[src/hdl/bcm_pkg.sv]
// bcm_pkg: shared widths, prime constants and controller/datapath command types
// for the binomial coefficient mod prime block; no dependencies
`default_nettype none

package bcm_pkg;

  localparam int N_W    = 11;           // width of n and k
  localparam int RES_W  = 30;           // width of a residue mod the prime
  localparam int PROD_W = 2 * RES_W;    // full product of two residues
  localparam int MU_W   = RES_W + 1;    // barrett reciprocal width
  localparam int Q2_W   = 2 * MU_W;     // quotient estimate product width

  localparam logic [RES_W-1:0] PRIME    = 30'd1000000007;
  localparam logic [RES_W-1:0] PRIME_M2 = PRIME - 30'd2;

  // floor(2^60 / p) for barrett reduction of products below 2^60
  localparam logic [MU_W-1:0] BARRETT_MU =
    MU_W'(({1'b1, {PROD_W{1'b0}}}) / (PROD_W + 1)'(PRIME));

  localparam int EXP_BIT_W = 5;
  localparam logic [EXP_BIT_W-1:0] EXP_TOP = 5'd29;  // top set bit of p-2

  typedef enum logic [2:0] {
    MM_FACT,
    MM_DENOM,
    MM_SQUARE,
    MM_MULBASE,
    MM_FINAL
  } mm_op_t;

  typedef struct packed {
    logic   load;
    logic   mm_start;
    mm_op_t mm_op;
    logic   out_load;
  } bcm_cmd_t;

  typedef struct packed {
    logic mm_done;
    logic i_eq_n;
    logic range_err;
  } bcm_status_t;

endpackage

`default_nettype wire

[src/hdl/bcm_if.sv]
// bcm_if: valid/ready channel interfaces for the input pair and the result word
// depends on bcm_pkg for field widths
`default_nettype none

interface bcm_in_if;
  logic                      valid;
  logic                      ready;
  logic [bcm_pkg::N_W-1:0]   total_count;
  logic [bcm_pkg::N_W-1:0]   choose_count;

  modport source (output valid, output total_count, output choose_count, input ready);
  modport sink   (input valid, input total_count, input choose_count, output ready);
endinterface

interface bcm_out_if;
  logic                      valid;
  logic                      ready;
  logic [bcm_pkg::RES_W-1:0] binomial_mod;
  logic                      range_error;

  modport source (output valid, output binomial_mod, output range_error, input ready);
  modport sink   (input valid, input binomial_mod, input range_error, output ready);
endinterface

`default_nettype wire

[src/hdl/bcm_modmul.sv]
// bcm_modmul: pipelined modular multiplier, a*b mod p by barrett reduction
// depends on bcm_pkg for the prime and the reciprocal
`default_nettype none

module bcm_modmul (
  input  wire logic                      clk,
  input  wire logic                      rst_n,
  input  wire logic                      start,
  input  wire logic [bcm_pkg::RES_W-1:0] a,
  input  wire logic [bcm_pkg::RES_W-1:0] b,
  output logic                           done,
  output logic [bcm_pkg::RES_W-1:0]      result
);

  localparam int RW  = bcm_pkg::RES_W;
  localparam int PW  = bcm_pkg::PROD_W;
  localparam int MW  = bcm_pkg::MU_W;
  localparam int QW  = bcm_pkg::Q2_W;
  localparam int QPW = MW + RW;
  localparam logic [31:0] P1 = 32'(bcm_pkg::PRIME);
  localparam logic [31:0] P2 = P1 << 1;

  logic [PW-1:0]  prod_r;
  logic [QW-1:0]  q2_r;
  logic [31:0]    qp_r;
  logic [RW-1:0]  res_r;
  logic [3:0]     v_r;

  logic [QPW-1:0] qp_full;
  logic [31:0]    rem;
  logic [31:0]    rem_m1;
  logic [31:0]    rem_m2;
  logic [31:0]    rem_sel;

  // only the low 32 bits matter: the true remainder is below 3p < 2^32
  assign qp_full = QPW'(q2_r[QW-1:MW]) * QPW'(bcm_pkg::PRIME);
  assign rem     = prod_r[31:0] - qp_r;
  assign rem_m1  = rem - P1;
  assign rem_m2  = rem - P2;

  always_comb begin
    if (rem >= P2) begin
      rem_sel = rem_m2;
    end else if (rem >= P1) begin
      rem_sel = rem_m1;
    end else begin
      rem_sel = rem;
    end
  end

  always_ff @(posedge clk) begin
    if (!rst_n) begin
      v_r <= '0;
    end else begin
      v_r <= {v_r[2:0], start};
    end
    if (start) begin
      prod_r <= PW'(a) * PW'(b);
    end
    if (v_r[0]) begin
      q2_r <= QW'(prod_r[PW-1:RW-1]) * QW'(bcm_pkg::BARRETT_MU);
    end
    if (v_r[1]) begin
      qp_r <= qp_full[31:0];
    end
    if (v_r[2]) begin
      res_r <= rem_sel[RW-1:0];
    end
  end

  assign done   = v_r[3];
  assign result = res_r;

  a_no_overlap: assert property (@(posedge clk) disable iff (!rst_n)
    start |-> (v_r[2:0] == 3'b000))
    else $error("modmul started while a product is in flight");

  a_reduced: assert property (@(posedge clk) disable iff (!rst_n)
    done |-> (res_r < bcm_pkg::PRIME))
    else $error("modmul result not fully reduced");

endmodule

`default_nettype wire

[src/hdl/bcm_datapath.sv]
// bcm_datapath: operand registers, factorial counter, shared modular multiplier
// and result word register; depends on bcm_pkg and bcm_modmul
`default_nettype none

module bcm_datapath #(
  parameter int MAX_N = 1024
) (
  input  wire logic                      clk,
  input  wire logic                      rst_n,
  input  wire logic [bcm_pkg::N_W-1:0]   in_total_count,
  input  wire logic [bcm_pkg::N_W-1:0]   in_choose_count,
  input  wire bcm_pkg::bcm_cmd_t         cmd,
  output bcm_pkg::bcm_status_t           status,
  output logic [bcm_pkg::RES_W-1:0]      out_binomial_mod,
  output logic                           out_range_error
);

  localparam int NW = bcm_pkg::N_W;
  localparam int RW = bcm_pkg::RES_W;

  logic [NW-1:0]    n_r, k_r, nk_r, i_r;
  logic             err_r;
  logic [RW-1:0]    acc_r, fk_r, fnk_r, base_r, pow_r;
  bcm_pkg::mm_op_t  op_r;
  logic [RW-1:0]    out_mod_r;
  logic             out_err_r;

  logic             mm_done;
  logic [RW-1:0]    mm_res;
  logic [RW-1:0]    mm_a, mm_b;
  logic             wr_acc, wr_fk, wr_fnk, wr_base, wr_pow;
  logic [RW-1:0]    acc_cur, fk_cur, fnk_cur, base_cur, pow_cur;
  logic [NW-1:0]    i_inc;
  logic             load_err;

  assign load_err = (in_choose_count > in_total_count) ||
                    (32'(in_total_count) > 32'(MAX_N));

  // write-back of the finishing product, forwarded to the next operand mux
  assign wr_acc  = mm_done && (op_r == bcm_pkg::MM_FACT);
  assign wr_fk   = wr_acc && (i_r == k_r);
  assign wr_fnk  = wr_acc && (i_r == nk_r);
  assign wr_base = mm_done && (op_r == bcm_pkg::MM_DENOM);
  assign wr_pow  = mm_done && ((op_r == bcm_pkg::MM_DENOM) ||
                               (op_r == bcm_pkg::MM_SQUARE) ||
                               (op_r == bcm_pkg::MM_MULBASE));

  assign acc_cur  = wr_acc  ? mm_res : acc_r;
  assign fk_cur   = wr_fk   ? mm_res : fk_r;
  assign fnk_cur  = wr_fnk  ? mm_res : fnk_r;
  assign base_cur = wr_base ? mm_res : base_r;
  assign pow_cur  = wr_pow  ? mm_res : pow_r;
  assign i_inc    = i_r + NW'(1);

  always_comb begin
    case (cmd.mm_op)
      bcm_pkg::MM_FACT: begin
        mm_a = acc_cur;
        mm_b = RW'(i_inc);
      end
      bcm_pkg::MM_DENOM: begin
        mm_a = fk_cur;
        mm_b = fnk_cur;
      end
      bcm_pkg::MM_SQUARE: begin
        mm_a = pow_cur;
        mm_b = pow_cur;
      end
      bcm_pkg::MM_MULBASE: begin
        mm_a = pow_cur;
        mm_b = base_cur;
      end
      bcm_pkg::MM_FINAL: begin
        mm_a = acc_cur;
        mm_b = pow_cur;
      end
      default: begin
        mm_a = acc_cur;
        mm_b = pow_cur;
      end
    endcase
  end

  bcm_modmul u_modmul (
    .clk    (clk),
    .rst_n  (rst_n),
    .start  (cmd.mm_start),
    .a      (mm_a),
    .b      (mm_b),
    .done   (mm_done),
    .result (mm_res)
  );

  always_ff @(posedge clk) begin
    if (cmd.load) begin
      n_r   <= in_total_count;
      k_r   <= in_choose_count;
      nk_r  <= in_total_count - in_choose_count;
      err_r <= load_err;
      i_r   <= '0;
      acc_r <= RW'(1);
      fk_r  <= RW'(1);
      fnk_r <= RW'(1);
    end else begin
      if (cmd.mm_start && (cmd.mm_op == bcm_pkg::MM_FACT)) begin
        i_r <= i_inc;
      end
      if (wr_acc) begin
        acc_r <= mm_res;
      end
      if (wr_fk) begin
        fk_r <= mm_res;
      end
      if (wr_fnk) begin
        fnk_r <= mm_res;
      end
    end
    if (wr_base) begin
      base_r <= mm_res;
    end
    if (wr_pow) begin
      pow_r <= mm_res;
    end
    if (cmd.mm_start) begin
      op_r <= cmd.mm_op;
    end
    if (cmd.out_load) begin
      out_mod_r <= err_r ? '0 : mm_res;
      out_err_r <= err_r;
    end
  end

  assign status.mm_done   = mm_done;
  assign status.i_eq_n    = (i_r == n_r);
  assign status.range_err = err_r;

  assign out_binomial_mod = out_mod_r;
  assign out_range_error  = out_err_r;

  a_err_zero: assert property (@(posedge clk) disable iff (!rst_n)
    cmd.out_load |=> (!out_err_r || (out_mod_r == '0)))
    else $error("flagged word carries a nonzero value");

endmodule

`default_nettype wire

[src/hdl/bcm_ctrl.sv]
// bcm_ctrl: sequencer for factorial, fermat inversion and output handshake
// depends on bcm_pkg for command and status types
`default_nettype none

module bcm_ctrl (
  input  wire logic                  clk,
  input  wire logic                  rst_n,
  input  wire logic                  in_valid,
  output logic                       in_ready,
  output logic                       out_valid,
  input  wire logic                  out_ready,
  input  wire bcm_pkg::bcm_status_t  status,
  output bcm_pkg::bcm_cmd_t          cmd
);

  localparam int EW = bcm_pkg::EXP_BIT_W;

  typedef enum logic [2:0] {
    S_IDLE,
    S_CHECK,
    S_FACT,
    S_DENOM,
    S_SQR,
    S_MULB,
    S_FIN,
    S_DRAIN
  } state_t;

  state_t        state_r, state_nxt;
  logic [EW-1:0] bit_r, bit_nxt;
  logic          out_valid_r, out_valid_nxt;

  always_comb begin
    state_nxt     = state_r;
    bit_nxt       = bit_r;
    out_valid_nxt = out_valid_r;
    cmd           = '0;
    cmd.mm_op     = bcm_pkg::MM_FACT;
    in_ready      = (state_r == S_IDLE);

    if (out_valid_r && out_ready) begin
      out_valid_nxt = 1'b0;
    end

    unique case (state_r)
      S_IDLE: begin
        if (in_valid) begin
          cmd.load  = 1'b1;
          state_nxt = S_CHECK;
        end
      end
      S_CHECK, S_FACT: begin
        if (state_r == S_CHECK && status.range_err) begin
          state_nxt = S_DRAIN;
        end else if (state_r == S_CHECK || status.mm_done) begin
          cmd.mm_start = 1'b1;
          if (status.i_eq_n) begin
            cmd.mm_op = bcm_pkg::MM_DENOM;
            state_nxt = S_DENOM;
          end else begin
            cmd.mm_op = bcm_pkg::MM_FACT;
            state_nxt = S_FACT;
          end
        end
      end
      S_DENOM: begin
        // pow starts at the base, which covers the top exponent bit
        if (status.mm_done) begin
          cmd.mm_start = 1'b1;
          cmd.mm_op    = bcm_pkg::MM_SQUARE;
          bit_nxt      = bcm_pkg::EXP_TOP - EW'(1);
          state_nxt    = S_SQR;
        end
      end
      S_SQR: begin
        if (status.mm_done) begin
          cmd.mm_start = 1'b1;
          if (bcm_pkg::PRIME_M2[bit_r]) begin
            cmd.mm_op = bcm_pkg::MM_MULBASE;
            state_nxt = S_MULB;
          end else if (bit_r == '0) begin
            cmd.mm_op = bcm_pkg::MM_FINAL;
            state_nxt = S_FIN;
          end else begin
            cmd.mm_op = bcm_pkg::MM_SQUARE;
            bit_nxt   = bit_r - EW'(1);
          end
        end
      end
      S_MULB: begin
        if (status.mm_done) begin
          cmd.mm_start = 1'b1;
          if (bit_r == '0) begin
            cmd.mm_op = bcm_pkg::MM_FINAL;
            state_nxt = S_FIN;
          end else begin
            cmd.mm_op = bcm_pkg::MM_SQUARE;
            bit_nxt   = bit_r - EW'(1);
            state_nxt = S_SQR;
          end
        end
      end
      S_FIN: begin
        if (status.mm_done) begin
          state_nxt = S_DRAIN;
        end
      end
      S_DRAIN: begin
        if (!out_valid_r || out_ready) begin
          cmd.out_load  = 1'b1;
          out_valid_nxt = 1'b1;
          state_nxt     = S_IDLE;
        end
      end
      default: begin
        state_nxt = S_IDLE;
      end
    endcase
  end

  always_ff @(posedge clk) begin
    if (!rst_n) begin
      state_r     <= S_IDLE;
      bit_r       <= '0;
      out_valid_r <= 1'b0;
    end else begin
      state_r     <= state_nxt;
      bit_r       <= bit_nxt;
      out_valid_r <= out_valid_nxt;
    end
  end

  assign out_valid = out_valid_r;

  a_no_overwrite: assert property (@(posedge clk) disable iff (!rst_n)
    cmd.out_load |-> (!out_valid_r || out_ready))
    else $error("result word overwritten before it was taken");

  a_start_gated: assert property (@(posedge clk) disable iff (!rst_n)
    cmd.mm_start |-> ((state_r == S_CHECK) || status.mm_done))
    else $error("multiply issued while the multiplier is busy");

endmodule

`default_nettype wire

[src/hdl/binomial_coefficient_mod_prime.sv]
// binomial_coefficient_mod_prime: top level joining controller and datapath
// depends on bcm_pkg, bcm_if, bcm_ctrl, bcm_datapath
`default_nettype none

// Computes C(n,k) mod 1000000007 for one (n, k) word at a time. n! is built by
// n dependent modular multiplies while k! and (n-k)! are captured on the way,
// their product is inverted by square-and-multiply to the power p-2 (29
// squarings and 14 multiplies), and a last multiply gives the answer. All work
// runs on one shared Barrett multiplier, one product at a time, so an item
// takes n + 45 multiplies before its result word is loaded into the output
// register; an out-of-range pair (k > n or n > MAX_N) skips the multiplies and
// answers 0 with range_error set. A new word is accepted while the previous
// result still waits in the output register.
module binomial_coefficient_mod_prime #(
  parameter int MAX_N = 1024
) (
  input  wire logic  clk,
  input  wire logic  rst_n,
  bcm_in_if.sink     in_ch,
  bcm_out_if.source  out_ch
);

  bcm_pkg::bcm_cmd_t    cmd;
  bcm_pkg::bcm_status_t status;

  bcm_ctrl u_ctrl (
    .clk       (clk),
    .rst_n     (rst_n),
    .in_valid  (in_ch.valid),
    .in_ready  (in_ch.ready),
    .out_valid (out_ch.valid),
    .out_ready (out_ch.ready),
    .status    (status),
    .cmd       (cmd)
  );

  bcm_datapath #(
    .MAX_N (MAX_N)
  ) u_datapath (
    .clk              (clk),
    .rst_n            (rst_n),
    .in_total_count   (in_ch.total_count),
    .in_choose_count  (in_ch.choose_count),
    .cmd              (cmd),
    .status           (status),
    .out_binomial_mod (out_ch.binomial_mod),
    .out_range_error  (out_ch.range_error)
  );

endmodule

`default_nettype wire

[src/flat_wrapper.sv]
// flat-port wrapper written by rule: the top's interface ports become plain ports
module binomial_coefficient_mod_prime_flat 
#(
  parameter int MAX_N = 1024
)
  (clk, rst_n, in_ch_valid, in_ch_total_count, in_ch_choose_count, in_ch_ready, out_ch_valid, out_ch_binomial_mod, out_ch_range_error, out_ch_ready);
  bcm_in_if in_ch_i ();
  bcm_out_if out_ch_i ();
  input  wire logic clk;
  input  wire logic rst_n;
  input wire logic [$bits(in_ch_i.valid)-1:0] in_ch_valid;
  input wire logic [$bits(in_ch_i.total_count)-1:0] in_ch_total_count;
  input wire logic [$bits(in_ch_i.choose_count)-1:0] in_ch_choose_count;
  output wire logic [$bits(in_ch_i.ready)-1:0] in_ch_ready;
  output wire logic [$bits(out_ch_i.valid)-1:0] out_ch_valid;
  output wire logic [$bits(out_ch_i.binomial_mod)-1:0] out_ch_binomial_mod;
  output wire logic [$bits(out_ch_i.range_error)-1:0] out_ch_range_error;
  input wire logic [$bits(out_ch_i.ready)-1:0] out_ch_ready;
  assign in_ch_i.valid = in_ch_valid;
  assign in_ch_i.total_count = in_ch_total_count;
  assign in_ch_i.choose_count = in_ch_choose_count;
  assign in_ch_ready = in_ch_i.ready;
  assign out_ch_valid = out_ch_i.valid;
  assign out_ch_binomial_mod = out_ch_i.binomial_mod;
  assign out_ch_range_error = out_ch_i.range_error;
  assign out_ch_i.ready = out_ch_ready;
  binomial_coefficient_mod_prime #(.MAX_N(MAX_N)) u_core (.clk(clk), .rst_n(rst_n), .in_ch(in_ch_i), .out_ch(out_ch_i));
endmodule
[config.mk]
export PLATFORM = sky130hd
export DESIGN_NAME = binomial_coefficient_mod_prime_flat
export DESIGN_NICKNAME = d
export VERILOG_FILES = /design/src/hdl/bcm_pkg.sv /design/src/hdl/bcm_if.sv /design/src/hdl/bcm_modmul.sv /design/src/hdl/bcm_datapath.sv /design/src/hdl/bcm_ctrl.sv /design/src/hdl/binomial_coefficient_mod_prime.sv /design/src/flat_wrapper.sv
export SDC_FILE = /design/constraint.sdc
export NUM_CORES = 2
export LEC_CHECK = 0
export ABC_AREA = 1
export BUFFER_PORTS_ARGS = -buffer_cell sky130_fd_sc_hd__buf_2
export CAP_MARGIN = 20
export CORE_ASPECT_RATIO = 1.5
export CORE_MARGIN = 10
export CORE_UTILIZATION = 50
export CTS_BUF_LIST = sky130_fd_sc_hd__clkbuf_4 sky130_fd_sc_hd__clkbuf_8 sky130_fd_sc_hd__clkbuf_16
export DETAILED_ROUTE_END_ITERATION = 10
export PLACE_DENSITY = 0.69
export SLEW_MARGIN = 20
export SYNTH_ARGS = -nofsm -noshare
export SYNTH_HDL_FRONTEND = slang
export SYNTH_SLANG_ARGS = --single-unit
[constraint.sdc]
create_clock -name clk -period 16.8 [get_ports clk]
set_input_delay 4.2 -clock clk [delete_from_list [all_inputs] [get_ports clk]]
set_output_delay 4.2 -clock clk [all_outputs]
set_load 0.1 [all_outputs]
==> results.cfg <==
[synthesis]
synth_seq_area_share_pct = 14.0
synth_flop_cell = edfxtp_1
synth_area_leaders = fa_1 (34%), ha_1 (14%), inv_1 (12%)
avgSynthCellArea_um2 = 8.19
syn_area_um2 = 72300
synth_top_cell_area_share_pct = 33.9
ys_types = 55
postSynth.asyncResetShare_pct = 0
synth_top_area_cell = fa_1
syn-num-nets = 10891
synth_edf_count = 221
syn_inst = 8829
yosysWarnings = 0
ys_ff_latch = 396

[hold_path]
hold_class = reg2reg
hold_depth = 2
min_to = u_core.u_datapath.acc_r[0]
hp-start = u_core.u_datapath.acc_r[0]

[sta]
rsz0062_at_grt = false
fin_skew_ps = 31.6
worst_pin_slew_ps = 1070
tns_ps = 0
fmax_mhz = 88.8
finalCritPeriodShare_pct = 67.0
relSlewSlack_pct = 28.8
final-hold-violation-count = 0
drv_slew = 0
setup_viol = 0
min_period_ps = 11260

[grt]
grt-ovfl-total = 0
grt.total_usage_pct = 26.9
antenna_found_initial = 0
grt_pass1_wl_um = 336000
grt_start_max_net_pins = 87
grt_pass1_vias = 61214

[detailed_routing]
viasPerCell = 5.30
drt-total-wl_um = 213000
ant_nets = 0
wl_per_cell_um = 20.0
drc_errors = 0
detail_route.first_pass.iterations = 6
vias = 56616
drtIter0Drc = 3493

[floorplan]
die_h_um = 486
initial_core_util_pct = 50.4
rows = 170
core_area_um2 = 143000
fp.dieW_um = 330
ios = 59
die_area_um2 = 160000

[clocking]
clk-insertion-delay-late_ps = 620
cts_root_buf = clkbuf_16
cts_made_buffers = 41
cts.repair.resized = 0
max-clock-path-buffers = 3
post_cts_buffers = 0
cts_max_level = 2
clkTransAtPathRegs_ps = 70
clock_sinks = 396
cts_hold_repair.buffers = 0
cts_tree = done

[finish]
drive_gt1_share_pct = 3.63
regArea_um2 = 10100
fillCellCount = 13507
final_cell_mix = inv_1 (2277), nand2_1 (1814), fa_1 (1225)
areaGrowthSynthToFinish_pct = 4.66
fin_util_pct = 52.8
layout.nets = 10813
diodes = 0
multi_input_area_um2 = 52300
layout_commonest_cell = inv_1

[setup_path]
crit_top_cell = fa_1
cp_slowest_stage_delay_ps = 730
r2r-end = u_core.u_datapath.u_modmul.prod_r[51]
path_max_fanout = 43
cpMaxStageDelayCell = nor2_1
r2r_start = u_core.u_datapath.i_r[1]
r2r_setup_slack_ps = 5540
cp-end-kind = register
crit_type = reg2reg
start_kind = register
cp.arrival_ps = 11640
r2r_cells = 36
crit_required_ps = 17180

[place]
dpl.hpwl_um = 178000
portBuffers = 58
gp_congestion = 0.992

[job]
cap_violations = 0

[status]
outcome = completed
## layer usage
layer | wire length, um | vias up | global-route usage, %
met1 | 74600 | 27835 | 28.6
met3 | 9550 | 721 | 2.34
li1 | - | 26179 | -
met2 | 110000 | 1881 | 49.1
met5 | 0 | - | 0
met4 | 18800 | 0 | 19.7
## cell type report
type	count	share of cell area, %
Tap cell	1892	3.13
Sequential cell	396	13.4
Timing Repair Buffer	109	0.900
Multi-Input combinational cell	5866	69.1
Clock inverter	18	0.301
Inverter	2337	11.6
Clock buffer	56	1.56
## state kept, by name (all words and copies together) (netlist names), 30 cells and up, named ones only
signal and count:
u_core.u_datapath.acc_r 30, u_core.u_datapath.fnk_r 30, u_core.u_datapath.u_modmul.q2_r 31, u_core.u_datapath.u_modmul.prod_r 60
u_core.u_datapath.u_modmul.qp_r 32, u_core.u_datapath.u_modmul.result 30, u_core.u_datapath.out_binomial_mod 30, u_core.u_datapath.fk_r 30
u_core.u_datapath.pow_r 30, u_core.u_datapath.base_r 30
## through the flow
stage               worst slack [ps]  hold slack [ps]  instance area (um2)  instances
global route                    4940              490                75600      10674
CTS                             5620              451                75600      10673
finish                          5540              459                75600      10674
global placement                5740              428                74200      10599
floorplan                       8440              419                72300       8829
detailed placement              5670              437                74200      10599
## cells by family after synthesis
family | after synthesis | share of synthesized area, %
compound gates | 743 | 5.67
buf+inv | 2567 | 13.7
simple gates | 2859 | 15.9
fa+ha+maj | 2036 | 48.0
xor+xnor | 228 | 2.76
flops | 396 | 14.0
## Yosys cell counts, types with 59 or more instances
cell type     n
inv_1      2277
nand2_1    1816
fa_1       1225
ha_1        811
nor2_1      695
a21oi_1     287
o21ai_0     231
edfxtp_1    221
dfxtp_1     175
nand3_1     163
xor2_1      159
buf_2       154
o21ai_1      74
xnor2_1      69
nand4_1      59
## critical path, delay by kind of cell (launching register included)
family / cells / cell delay, ps
flops: 1 / 440
compound gates: 6 / 1490
fa+ha+maj: 9 / 4430
simple gates: 15 / 3250
buf+inv: 6 / 1420
## worst max-delay path by stage
stage | from | endpoint | slack (ps) | cells past startpoint
floorplan | u_core.u_datapath.i_r[0] | u_core.u_datapath.u_modmul.prod_r[52] | 8440 | 41
global placement | u_core.u_datapath.i_r[1] | u_core.u_datapath.u_modmul.prod_r[51] | 5740 | 38
detailed placement | u_core.u_datapath.i_r[1] | u_core.u_datapath.u_modmul.prod_r[51] | 5670 | 36
CTS | u_core.u_datapath.i_r[1] | u_core.u_datapath.u_modmul.prod_r[51] | 5620 | 36
global route | u_core.u_ctrl.state_r[1] | u_core.u_datapath.u_modmul.prod_r[51] | 4940 | 37
finish | u_core.u_datapath.i_r[1] | u_core.u_datapath.u_modmul.prod_r[51] | 5540 | 36
Power is left out: the tool's default activity adds up to more than one toggle a clock period on the data nets, which glitch-free logic cannot reach.
